<file path="src/design/sita_pkg.sv">
// Shared types and constants for the signed integer to decimal text converter.
`timescale 1ns / 1ps
`default_nettype none

package sita_pkg;

  localparam int unsigned ValueW   = 32;
  localparam int unsigned CharW    = 6;
  localparam int unsigned DigitW   = 4;
  localparam int unsigned MaxDigits = 10;
  localparam int unsigned CntW     = $clog2(MaxDigits + 1);

  // Divide by ten as multiply by reciprocal: q = (x * RECIP) >> RecipShift,
  // exact for every 32-bit unsigned x.
  localparam logic [ValueW-1:0] Recip      = 32'hCCCC_CCCD;
  localparam int unsigned       RecipShift = 35;
  localparam int unsigned       ProdW      = 2 * ValueW;
  localparam int unsigned       QuotW      = ProdW - RecipShift;

  localparam logic [CharW-1:0] CharMinus = 6'd45;
  localparam logic [CharW-1:0] CharZero  = 6'd48;

  typedef enum logic [2:0] {
    StIdle,
    StMul,
    StDiv,
    StSign,
    StEmit
  } state_e;

  // Controller to datapath commands
  typedef struct packed {
    logic load;
    logic mul;
    logic div;
    logic emit_sign;
    logic pop;
  } cmd_t;

  // Datapath to controller status
  typedef struct packed {
    logic quot_zero;
    logic neg;
    logic last_digit;
  } status_t;

endpackage

`default_nettype wire

</file>
<file path="src/design/sita_datapath.sv">
// Datapath: magnitude, divide-by-ten step, digit stack and character output.
`timescale 1ns / 1ps
`default_nettype none

module sita_datapath
  import sita_pkg::*;
(
  input  wire logic              clk_i,
  input  wire logic              rst_ni,
  input  wire logic [ValueW-1:0] value_i,
  input  wire cmd_t              cmd_i,
  output status_t                status_o,
  output logic [CharW-1:0]       char_code_o,
  output logic                   last_char_o
);

  logic [ValueW-1:0] mag_q, mag_d;
  logic              neg_q, neg_d;
  logic [ProdW-1:0]  prod_q;
  logic [DigitW-1:0] stack_q [MaxDigits];
  logic [CntW-1:0]   cnt_q, cnt_d;

  logic [QuotW-1:0]  quot;
  logic [ValueW-1:0] quot_x10;
  logic [ValueW-1:0] rem_full;
  logic [DigitW-1:0] digit;

  // Quotient and remainder from the registered product
  always_comb begin
    quot     = prod_q[ProdW-1:RecipShift];
    quot_x10 = {{(ValueW-QuotW){1'b0}}, quot} * ValueW'(10);
    rem_full = mag_q - quot_x10;
    digit    = rem_full[DigitW-1:0];
  end

  // Magnitude, sign and digit count
  always_comb begin
    mag_d = mag_q;
    neg_d = neg_q;
    cnt_d = cnt_q;
    if (cmd_i.load) begin
      neg_d = value_i[ValueW-1];
      mag_d = value_i[ValueW-1] ? (~value_i + ValueW'(1)) : value_i;
      cnt_d = '0;
    end else if (cmd_i.div) begin
      mag_d = {{(ValueW-QuotW){1'b0}}, quot};
      cnt_d = cnt_q + CntW'(1);
    end else if (cmd_i.pop) begin
      cnt_d = cnt_q - CntW'(1);
    end
  end

  always_ff @(posedge clk_i or negedge rst_ni) begin
    if (!rst_ni) begin
      cnt_q <= '0;
    end else begin
      cnt_q <= cnt_d;
    end
  end

  always_ff @(posedge clk_i) begin
    mag_q <= mag_d;
    neg_q <= neg_d;
  end

  // Reciprocal multiply, registered before the remainder step
  always_ff @(posedge clk_i) begin
    if (cmd_i.mul) begin
      prod_q <= {{ValueW{1'b0}}, mag_q} * {{ValueW{1'b0}}, Recip};
    end
  end

  // Digit stack: newest (most significant) digit sits at index 0
  always_ff @(posedge clk_i) begin
    if (cmd_i.div) begin
      stack_q[0] <= digit;
      for (int i = 1; i < MaxDigits; i++) begin
        stack_q[i] <= stack_q[i-1];
      end
    end else if (cmd_i.pop) begin
      for (int i = 0; i < MaxDigits - 1; i++) begin
        stack_q[i] <= stack_q[i+1];
      end
      stack_q[MaxDigits-1] <= '0;
    end
  end

  // Status and character output
  always_comb begin
    status_o.quot_zero  = (quot == '0);
    status_o.neg        = neg_q;
    status_o.last_digit = (cnt_q == CntW'(1));
    char_code_o = cmd_i.emit_sign ? CharMinus
                                  : (CharZero + {{(CharW-DigitW){1'b0}}, stack_q[0]});
    last_char_o = cmd_i.pop && (cnt_q == CntW'(1));
  end

endmodule

`default_nettype wire

</file>
<file path="src/design/sita_ctrl.sv">
// Controller: sequences load, divide steps and character emission.
`timescale 1ns / 1ps
`default_nettype none

module sita_ctrl
  import sita_pkg::*;
(
  input  wire logic    clk_i,
  input  wire logic    rst_ni,
  input  wire logic    start_i,
  input  wire status_t status_i,
  output cmd_t         cmd_o,
  output logic         busy_o,
  output logic         strobe_o
);

  state_e state_q, state_d;

  // State register
  always_ff @(posedge clk_i or negedge rst_ni) begin
    if (!rst_ni) begin
      state_q <= StIdle;
    end else begin
      state_q <= state_d;
    end
  end

  // Next state and commands
  always_comb begin
    state_d  = state_q;
    cmd_o    = '0;
    busy_o   = 1'b1;
    strobe_o = 1'b0;
    unique case (state_q)
      StIdle: begin
        busy_o = 1'b0;
        if (start_i) begin
          cmd_o.load = 1'b1;
          state_d    = StMul;
        end
      end
      StMul: begin
        cmd_o.mul = 1'b1;
        state_d   = StDiv;
      end
      StDiv: begin
        cmd_o.div = 1'b1;
        if (!status_i.quot_zero) begin
          state_d = StMul;
        end else if (status_i.neg) begin
          state_d = StSign;
        end else begin
          state_d = StEmit;
        end
      end
      StSign: begin
        cmd_o.emit_sign = 1'b1;
        strobe_o        = 1'b1;
        state_d         = StEmit;
      end
      StEmit: begin
        cmd_o.pop = 1'b1;
        strobe_o  = 1'b1;
        if (status_i.last_digit) begin
          state_d = StIdle;
        end
      end
      default: begin
        state_d = StIdle;
      end
    endcase
  end

endmodule

`default_nettype wire

</file>
<file path="src/design/signed_int_to_decimal_ascii.sv">
// Top level of the signed 32-bit integer to decimal ASCII converter.
// A transaction starts when start is high while busy is low. The value's decimal
// text then appears one character per strobe (char_valid_o), most significant
// first, with a leading '-' for negative values; last_char_o marks the final
// character. Results cannot be held off: each is present for one cycle only.
// Digits come from a divide-by-ten loop (registered reciprocal multiply, then
// remainder), each of the 1..10 digits passing through StMul then StDiv; the
// optional sign and the digits are then emitted, and busy drops the cycle
// after the last character.
`timescale 1ns / 1ps
`default_nettype none

module signed_int_to_decimal_ascii
  import sita_pkg::*;
(
  input  wire logic              clk_i,
  input  wire logic              rst_ni,
  input  wire logic              start,
  output logic                   busy,
  input  wire logic [ValueW-1:0] value_i,
  output logic                   char_valid_o,
  output logic [CharW-1:0]       char_code_o,
  output logic                   last_char_o
);

  cmd_t    cmd;
  status_t status;

  sita_ctrl u_ctrl (
    .clk_i    (clk_i),
    .rst_ni   (rst_ni),
    .start_i  (start),
    .status_i (status),
    .cmd_o    (cmd),
    .busy_o   (busy),
    .strobe_o (char_valid_o)
  );

  sita_datapath u_datapath (
    .clk_i       (clk_i),
    .rst_ni      (rst_ni),
    .value_i     (value_i),
    .cmd_i       (cmd),
    .status_o    (status),
    .char_code_o (char_code_o),
    .last_char_o (last_char_o)
  );

  // Characters only come out while a transaction is in flight
  assert property (@(posedge clk_i) disable iff (!rst_ni) char_valid_o |-> busy)
    else $error("character strobe while not busy");

  // The last flag only rides on a strobed character
  assert property (@(posedge clk_i) disable iff (!rst_ni) last_char_o |-> char_valid_o)
    else $error("last_char without strobe");

  // After the last character the block returns to idle
  assert property (@(posedge clk_i) disable iff (!rst_ni) last_char_o |=> !busy)
    else $error("still busy after last character");

  // An accepted transaction produces no character in its first cycle
  assert property (@(posedge clk_i) disable iff (!rst_ni)
                   (start && !busy) |=> (busy && !char_valid_o))
    else $error("accept did not start conversion");

endmodule

`default_nettype wire

</file>
<file path="config.mk">
export PLATFORM = sky130hd
export DESIGN_NAME = signed_int_to_decimal_ascii
export DESIGN_NICKNAME = d
export VERILOG_FILES = /design/src/design/sita_pkg.sv /design/src/design/sita_datapath.sv /design/src/design/sita_ctrl.sv /design/src/design/signed_int_to_decimal_ascii.sv
export SDC_FILE = /design/constraint.sdc
export NUM_CORES = 1
export LEC_CHECK = 0
export BUFFER_PORTS_ARGS = -buffer_cell sky130_fd_sc_hd__buf_2
export CAP_MARGIN = 20
export CORE_UTILIZATION = 25
export DETAILED_ROUTE_END_ITERATION = 8
export HOLD_SLACK_MARGIN = 0.02
export PLACE_DENSITY = 0.43
export SYNTH_ARGS = -nofsm -noshare
export SYNTH_HDL_FRONTEND = slang
export SYNTH_SLANG_ARGS = --single-unit
</file>
<file path="constraint.sdc">
create_clock -name clk_i -period 9.2 [get_ports clk_i]
set_input_delay 0.46 -clock clk_i [delete_from_list [all_inputs] [get_ports clk_i]]
set_output_delay 0.46 -clock clk_i [all_outputs]
set_load 0.05 [all_outputs]
</file>
==> impl_summary.log, run 1 <==
INFO  metric timing_worst_setup_path_type = reg -> reg
INFO  metric synth_fp_nets = 2921
INFO  metric clk_path_buf_depth = 2
INFO  metric setup.worst_path.start_class = register
INFO  metric finalCritPeriodShare = 91.18%
INFO  metric synth.yosys.seq_area_share = 14.84%
INFO  metric hold-path-cell-count = 3
INFO  metric post_synth_edffs = 102
INFO  metric cp_slowest_cell = sky130_fd_sc_hd__a2111oi_0
INFO  metric clk_pin_slew_worst_paths = 90 ps
INFO  metric number_of_global_route_vias_before_repair = 16500
INFO  metric critPathMaxStageDelay = 690 ps
INFO  metric critical_path.max_fanout = 9
INFO  metric cp.required = 9360 ps
INFO  metric postSynth.topFlopCell = sky130_fd_sc_hd__edfxtp_1
INFO  metric globalRoute.busiestLayer = met2
INFO  metric remaining_drc_errors = 0
INFO  metric number_of_sinks_handled_by_clock_tree_synthesis = 109
INFO  metric cp-end-kind = register
INFO  metric met1_usage = 22.82%
INFO  metric core = 0.08582 mm2
INFO  metric ff2ff_path_depth = 21
INFO  metric timing_worst_slew_pin_value = 1120 ps
INFO  metric antenna_violations_before_repair = 0
INFO  metric die-area = 0.08844 mm2
INFO  metric ctsHoldBuffers = 1
INFO  metric netlist.top_cell.by_area = sky130_fd_sc_hd__fa_1
INFO  metric dieWidth = 297.4 um
INFO  metric synth.most_common_cell = sky130_fd_sc_hd__inv_1
INFO  metric drtAntennaViolNets = 0
INFO  metric grt.overflow.total = 0
INFO  metric floorplan.io_pins = 44
INFO  metric root_buffer = sky130_fd_sc_hd__clkbuf_16
INFO  metric syn2layout_area_growth = 8.982%
INFO  metric die_ht = 297.4 um
INFO  metric post_synth_most_frequent_cells = 543 x sky130_fd_sc_hd__inv_1, 387 x sky130_fd_sc_hd__fa_1, 352 x sky130_fd_sc_hd__ha_1
INFO  metric post_synth_instance_area = 0.02181 mm2
INFO  metric postSynthCellCount = 2147
INFO  metric first_pass_detailed_route_iteration_total = 5
INFO  metric final-max-slew-violation-count = 0
INFO  metric netlist.area_leader.share = 35.52%
INFO  metric fmax = 119.2 MHz
INFO  metric slew-limit-headroom = 24.56%
INFO  metric avgViaCountPerCell = 4.451
INFO  metric fin_setup_tns = 0 ps
INFO  metric place_congestion = 0.9477
INFO  metric antennaDiodeCount = 0
INFO  metric tritoncts.num_buffers = 9
INFO  metric grt_pass1_wl = 108500 um
INFO  metric globalRouteMet2Util = 26.36%
INFO  metric worst_case_clock_skew = 22.41 ps
INFO  metric worst-endpoint-arrival = 8550 ps
INFO  metric post_route_cells_drive_above_1_share = 3.887%
INFO  metric crit-reg2reg-capture = u_datapath.prod_q[62]
INFO  metric grt_util_all_layers = 16.57%
INFO  metric run_status = completed
INFO  metric setup_repair_after_global_routing_missed_its_margin = no
INFO  metric hold_end = u_datapath.mag_q[30]
INFO  metric r2r_slack = 810 ps
INFO  metric first_iter_violations = 1102
INFO  metric synthTopCellsByArea = sky130_fd_sc_hd__fa_1 36%, sky130_fd_sc_hd__ha_1 20%, sky130_fd_sc_hd__edfxtp_1 14%
INFO  metric pin_count_of_the_biggest_net_entering_global_routing = 64
INFO  metric setup_viol_count_final = 0
INFO  metric ys_seq_elements = 109
INFO  metric cap_violations = 0
INFO  metric worst_hold_startpoint = value_i[30]
INFO  metric min_delay_worst_type = in -> reg
INFO  metric async_reset_ff_share = 6.422%
INFO  metric post-cts-setup-buffers = 0
INFO  metric cts_tree = built
INFO  metric htree_levels = 3
INFO  metric yosysUniqueCellTypes = 61
INFO  metric final_hold_violation_count = 0
INFO  metric postSynthAreaPerCell = 10.16 um2
INFO  metric final.fill_count = 9042
INFO  metric port_buffers = 42
INFO  metric cpMostUsedCell = sky130_fd_sc_hd__fa_1
INFO  metric floorplan.rows = 107
INFO  metric place_hpwl = 62800 um
INFO  metric post_cts_resize_count = 0
INFO  metric post_drt_wl_per_cell = 21.24 um
INFO  metric num-nets-final = 2956
INFO  metric route.final.wire_length = 70740 um
INFO  metric path_cells = ha_1, xnor2_1, o21ai_0, fa_1, inv_1, fa_1, fa_1, inv_1, fa_1, fa_1, fa_1, ha_1, a21oi_1, o22ai_1, a2111oi_0, o2111ai_1, a21oi_1, buf_4, o211ai_1, a21o_1, a311o_1
INFO  metric finalCriticalPeriod = 8389 ps
INFO  metric grt_use_met3 = 3.455%
INFO  metric vias = 14830
INFO  metric clk_latency = 410 ps
INFO  metric reg2reg_from = u_datapath.mag_q[8]
INFO  metric initial_core_util = 25.42%
INFO  metric synth-warning-count = 0
critical path: cells and delay by family (launching register included):
| family | cells | cell delay (ps) |
|---|---|---|
| adder cells (fa/ha/maj) | 8 | 4120 |
| AO/OA/AOI/OAI | 9 | 2700 |
| flip-flops | 1 | 590 |
| XOR/XNOR | 1 | 390 |
| buffers and inverters | 3 | 320 |
sequential cells by signal, summed over array words and instances (netlist names):
register            flops
u_datapath.stack_q     40
u_datapath.mag_q       32
u_datapath.prod_q      29
u_datapath.cnt_q        4
u_ctrl.state_q          3
u_datapath.neg_q        1
worst max path at each step:
stage	startpoint	endpoint	slack (ps)
3_3_place_gp	u_datapath.mag_q[8]	u_datapath.prod_q[62]	960
3_5_place_dp	u_datapath.mag_q[8]	u_datapath.prod_q[62]	910
4_1_cts	u_datapath.mag_q[8]	u_datapath.prod_q[62]	860
6_report	u_datapath.mag_q[8]	u_datapath.prod_q[62]	810
5_1_grt	u_datapath.mag_q[8]	u_datapath.prod_q[62]	420
2_1_floorplan	u_datapath.mag_q[20]	u_datapath.prod_q[62]	2140
metrics by stage:
stage / hold WS (ps) / worst slack (ps) / util, % / instances / cell area (um2)
2_1_floorplan: 164.4 / 2140 / - / 2147 / 21810
3_3_place_gp: 303.5 / 957.3 / 27.30 / 3313 / 23430
3_5_place_dp: 308.0 / 911.6 / 27.30 / 3313 / 23430
4_1_cts: 415.1 / 858.0 / 27.69 / 3330 / 23770
5_1_grt: 467.0 / 424.1 / 27.70 / 3331 / 23770
6_report: 430.3 / 811.2 / 27.70 / 3331 / 23770
cells by family (layout without fill, tap and decap cells):
| group | Yosys count | count (layout) | synth area share [%] |
|---|---|---|---|
| xor gates and xnor gates | 106 | 106 | 4.256 |
| DFF | 109 | 109 | 14.84 |
| and+or+nand+nor | 349 | 349 | 7.451 |
| adders and majority gates | 739 | 739 | 55.71 |
| buffers and inverters | 575 | 615 | 9.912 |
| AOI/OAI and AO/OA | 266 | 266 | 7.721 |
| other | 1 | 1 | 0.01719 |
| muxes | 2 | 2 | 0.09178 |
layout by cell type (no fill, tap or decap), types with 15 or more instances in the layout:
cell / n
sky130_fd_sc_hd__a21o_1: 35
sky130_fd_sc_hd__nand2_1: 195
sky130_fd_sc_hd__xnor2_1: 37
sky130_fd_sc_hd__buf_2: 42
sky130_fd_sc_hd__edfxtp_1: 102
sky130_fd_sc_hd__fa_1: 387
sky130_fd_sc_hd__nand3_1: 18
sky130_fd_sc_hd__ha_1: 352
sky130_fd_sc_hd__o21ai_0: 73
sky130_fd_sc_hd__a21oi_1: 71
sky130_fd_sc_hd__and2_1: 19
sky130_fd_sc_hd__nor2_1: 32
sky130_fd_sc_hd__xor2_1: 69
sky130_fd_sc_hd__inv_1: 543
sky130_fd_sc_hd__a211oi_1: 15
metal layers:
layer | vias to the layer above | wire (um)
li1 | 6913 | -
met1 | 7467 | 32310
met2 | 384 | 32440
met3 | 63 | 4389
met4 | 0 | 1598
met5 | - | 0
area by class of cell:
class,count,area [um2],share of cell area (%)
multi-input cells,1463,16420,69.07
flip-flops and latches,109,3238,13.62
inverters,543,2038,8.574
well taps,1144,1431,6.021
repair buffers,56,317.8,1.337
clock buffers,9,225.2,0.9474
clock inverters,7,101.3,0.4263
Power of run 1 is left out: the tool's default activity adds up to more than one toggle a clock period on the data nets, which glitch-free logic cannot reach.
==> run 2, diff against run 1 <==
PLACE_DENSITY = 0.44   (was 0.43)
clock period = 7.69 ns   (was 9.2 ns; I/O delays follow)
==> run 2 against run 1 <==
  * First-iteration DRC count fell by 9.9%
  * Global-route usage up 0.060 points
  * Utilization is 1.1 points higher
==> impl_summary.log, run 2 (same netlist as run 1, synthesis figures left out) <==
INFO  metric final_hold_violation_count = 0 (unchanged)
INFO  metric worst_case_clock_skew = 10.64 ps (was 22.41 ps)
INFO  metric largest_registers = u_datapath.stack_q (40), u_datapath.mag_q (32), u_datapath.prod_q (29) (unchanged)
INFO  metric antennaDiodeCount = 0 (unchanged)
INFO  metric grt_util_all_layers = 16.63% (was 16.57%)
INFO  metric num-nets-final = 3076 (was 2956)
INFO  metric crit-reg2reg-capture = u_datapath.prod_q[62] (unchanged)
INFO  metric final_common_cell = sky130_fd_sc_hd__inv_1 (unchanged)
INFO  metric setup_viol_count_final = 0 (unchanged)
INFO  metric final_cell_count_no_fill = 3451 (was 3331)
INFO  metric vias = 15360 (was 14830)
INFO  metric run_status = completed (unchanged)
INFO  metric min_delay_worst_type = in -> async (was in -> reg)
INFO  metric post_drt_wl_per_cell = 20.62 um (was 21.24 um)
INFO  metric timing_worst_slew_pin_value = 989.3 ps (was 1120 ps)
INFO  metric floorplan.rows = 107 (unchanged)
INFO  metric cp.required = 7840 ps (was 9360 ps)
INFO  metric slew-limit-headroom = 33.44% (was 24.56%)
INFO  metric number_of_sinks_handled_by_clock_tree_synthesis = 109 (unchanged)
INFO  metric number_of_global_route_vias_before_repair = 16950 (was 16500)
INFO  metric post_route_cells_drive_above_1_share = 9.146% (was 3.887%)
INFO  metric finalCritPeriodShare = 98.55% (was 91.18%)
INFO  metric seq_cell_area = 0.003238 mm2 (unchanged)
INFO  metric port_buffers = 42 (unchanged)
INFO  metric route.final.wire_length = 71150 um (was 70740 um)
INFO  metric timing_worst_setup_path_type = reg -> reg (unchanged)
INFO  metric tritoncts.num_buffers = 9 (unchanged)
INFO  metric place_hpwl = 64580 um (was 62800 um)
INFO  metric place_congestion = 0.9465 (was 0.9477)
INFO  metric cts_tree = built (unchanged)
INFO  metric avgViaCountPerCell = 4.451 (about the same)
INFO  metric grt_pass1_wl = 109300 um (was 108500 um)
INFO  metric setup.worst_path.start_class = register (unchanged)
INFO  metric remaining_drc_errors = 0 (unchanged)
INFO  metric largest_register_ff_count = 40 (unchanged)
INFO  metric critical_path.max_fanout = 5 (was 9)
INFO  metric floorplan.io_pins = 44 (unchanged)
INFO  metric die_ht = 297.4 um (unchanged)
INFO  metric largest-register = u_datapath.stack_q (unchanged)
INFO  metric htree_levels = 3 (unchanged)
INFO  metric clk_path_buf_depth = 2 (unchanged)
INFO  metric initial_core_util = 25.42% (unchanged)
INFO  metric clk_latency = 390 ps (was 410 ps)
INFO  metric clk_pin_slew_worst_paths = 80 ps (was 90 ps)
INFO  metric most_frequent_cells_in_the_layout = 543 x sky130_fd_sc_hd__inv_1, 387 x sky130_fd_sc_hd__fa_1, 348 x sky130_fd_sc_hd__ha_1, 195 x sky130_fd_sc_hd__nand2_1, 133 x sky130_fd_sc_hd__buf_4 (was 543 x sky130_fd_sc_hd__inv_1, 387 x sky130_fd_sc_hd__fa_1, 352 x sky130_fd_sc_hd__ha_1, 195 x sky130_fd_sc_hd__nand2_1, 102 x sky130_fd_sc_hd__edfxtp_1)
INFO  metric placed_cell_count = 3429 (was 3313)
INFO  metric antenna_violations_before_repair = 0 (unchanged)
INFO  metric first_iter_violations = 993 (was 1102)
INFO  metric finalCriticalPeriod = 7578 ps (was 8389 ps)
INFO  metric first_pass_detailed_route_iteration_total = 5 (unchanged)
INFO  metric core = 0.08582 mm2 (unchanged)
INFO  metric reg2reg_from = u_datapath.mag_q[22] (was u_datapath.mag_q[8])
INFO  metric setup_repair_after_global_routing_missed_its_margin = yes (was no)
INFO  metric multi_input_area = 0.01645 mm2 (was 0.01642 mm2)
INFO  metric pin_count_of_the_biggest_net_entering_global_routing = 64 (unchanged)
INFO  metric cp-end-kind = register (unchanged)
INFO  metric final-max-slew-violation-count = 0 (unchanged)
INFO  metric dieWidth = 297.4 um (unchanged)
INFO  metric cap_violations = 0 (unchanged)
INFO  metric final.fill_count = 9019 (was 9042)
INFO  metric syn2layout_area_growth = 13.19% (was 8.982%)
INFO  metric worst-endpoint-arrival = 7730 ps (was 8550 ps)
INFO  metric ff2ff_path_depth = 22 (was 21)
INFO  metric drtAntennaViolNets = 0 (unchanged)
INFO  metric fmax = 132.0 MHz (was 119.2 MHz)
INFO  metric die-area = 0.08844 mm2 (unchanged)
INFO  metric grt.overflow.total = 0 (unchanged)
INFO  metric r2r_slack = 110 ps (was 810 ps)
INFO  metric root_buffer = sky130_fd_sc_hd__clkbuf_16 (unchanged)
[run 2: timing repair]
action | in CTS | in global routing
hold buffers | 1 | 0
setup buffers | 0 | 5
endpoints found under the hold margin | 7 | 0
endpoints found under the setup margin | 1 | 13
pin swaps | 0 | 1
resized for setup | 1 | 8
[run 2: layout make-up]
| cell class | count | area share (%) |
|---|---|---|
| inverters | 543 | 8.255 |
| flip-flops and latches | 109 | 13.12 |
| well taps | 1144 | 5.797 |
| multi-input cells | 1463 | 66.61 |
| repair buffers | 176 | 4.936 |
| clock buffers | 9 | 0.9122 |
| clock inverters | 7 | 0.3699 |
[run 2: critical path: stages, from the launching register on]
cell                        delay, ps
sky130_fd_sc_hd__edfxtp_1         520
sky130_fd_sc_hd__ha_2             500
sky130_fd_sc_hd__ha_1             330
sky130_fd_sc_hd__fa_1             520
sky130_fd_sc_hd__inv_1             80
sky130_fd_sc_hd__fa_1             530
sky130_fd_sc_hd__inv_1             70
sky130_fd_sc_hd__fa_1             500
sky130_fd_sc_hd__fa_1             570
sky130_fd_sc_hd__fa_1             460
sky130_fd_sc_hd__fa_1             610
sky130_fd_sc_hd__ha_1             290
sky130_fd_sc_hd__a21oi_1          200
sky130_fd_sc_hd__o22ai_1          110
sky130_fd_sc_hd__a2111oi_1        460
sky130_fd_sc_hd__buf_4            210
sky130_fd_sc_hd__a2111oi_1         70
sky130_fd_sc_hd__buf_4            150
sky130_fd_sc_hd__a21oi_1          210
sky130_fd_sc_hd__buf_4            210
sky130_fd_sc_hd__o211ai_1         160
sky130_fd_sc_hd__a21o_1           230
sky130_fd_sc_hd__a311o_1          350
[run 2: worst max path at each step]
stage                         start                    end  cells after the start
4_1_cts        u_datapath.mag_q[21]  u_datapath.prod_q[62]                     22
3_3_place_gp   u_datapath.mag_q[21]  u_datapath.prod_q[62]                     21
3_5_place_dp   u_datapath.mag_q[21]  u_datapath.prod_q[62]                     22
5_1_grt         u_datapath.mag_q[7]  u_datapath.prod_q[62]                     25
6_report       u_datapath.mag_q[22]  u_datapath.prod_q[62]                     22
2_1_floorplan  u_datapath.mag_q[20]  u_datapath.prod_q[62]                     24
[run 2: through the flow]
stage	setup WS (ps)	hold slack, ps	TNS [ps]	area, um2	util [%]
floorplan	629.5	88.91	0	21810	-
global placement	-41.05	226.4	-41.05	24300	28.32
detailed placement	10.44	231.5	0	24300	28.32
CTS	24.96	331.5	0	24630	28.70
global route	-106.5	371.3	-133.7	24690	28.77
finish	111.7	344.7	0	24690	28.77
[run 2: metal layers]
| layer | up-vias | share of wire [%] | GRT usage [%] |
|---|---|---|---|
| met2 | 349 | 46 | 26.84 |
| met5 | - | 0 | 0 |
| li1 | 7147 | - | - |
| met1 | 7817 | 48 | 24.12 |
| met4 | 0 | 1.9 | 3.584 |
| met3 | 48 | 4.1 | 1.410 |
Power of run 2 is left out for the same reason.
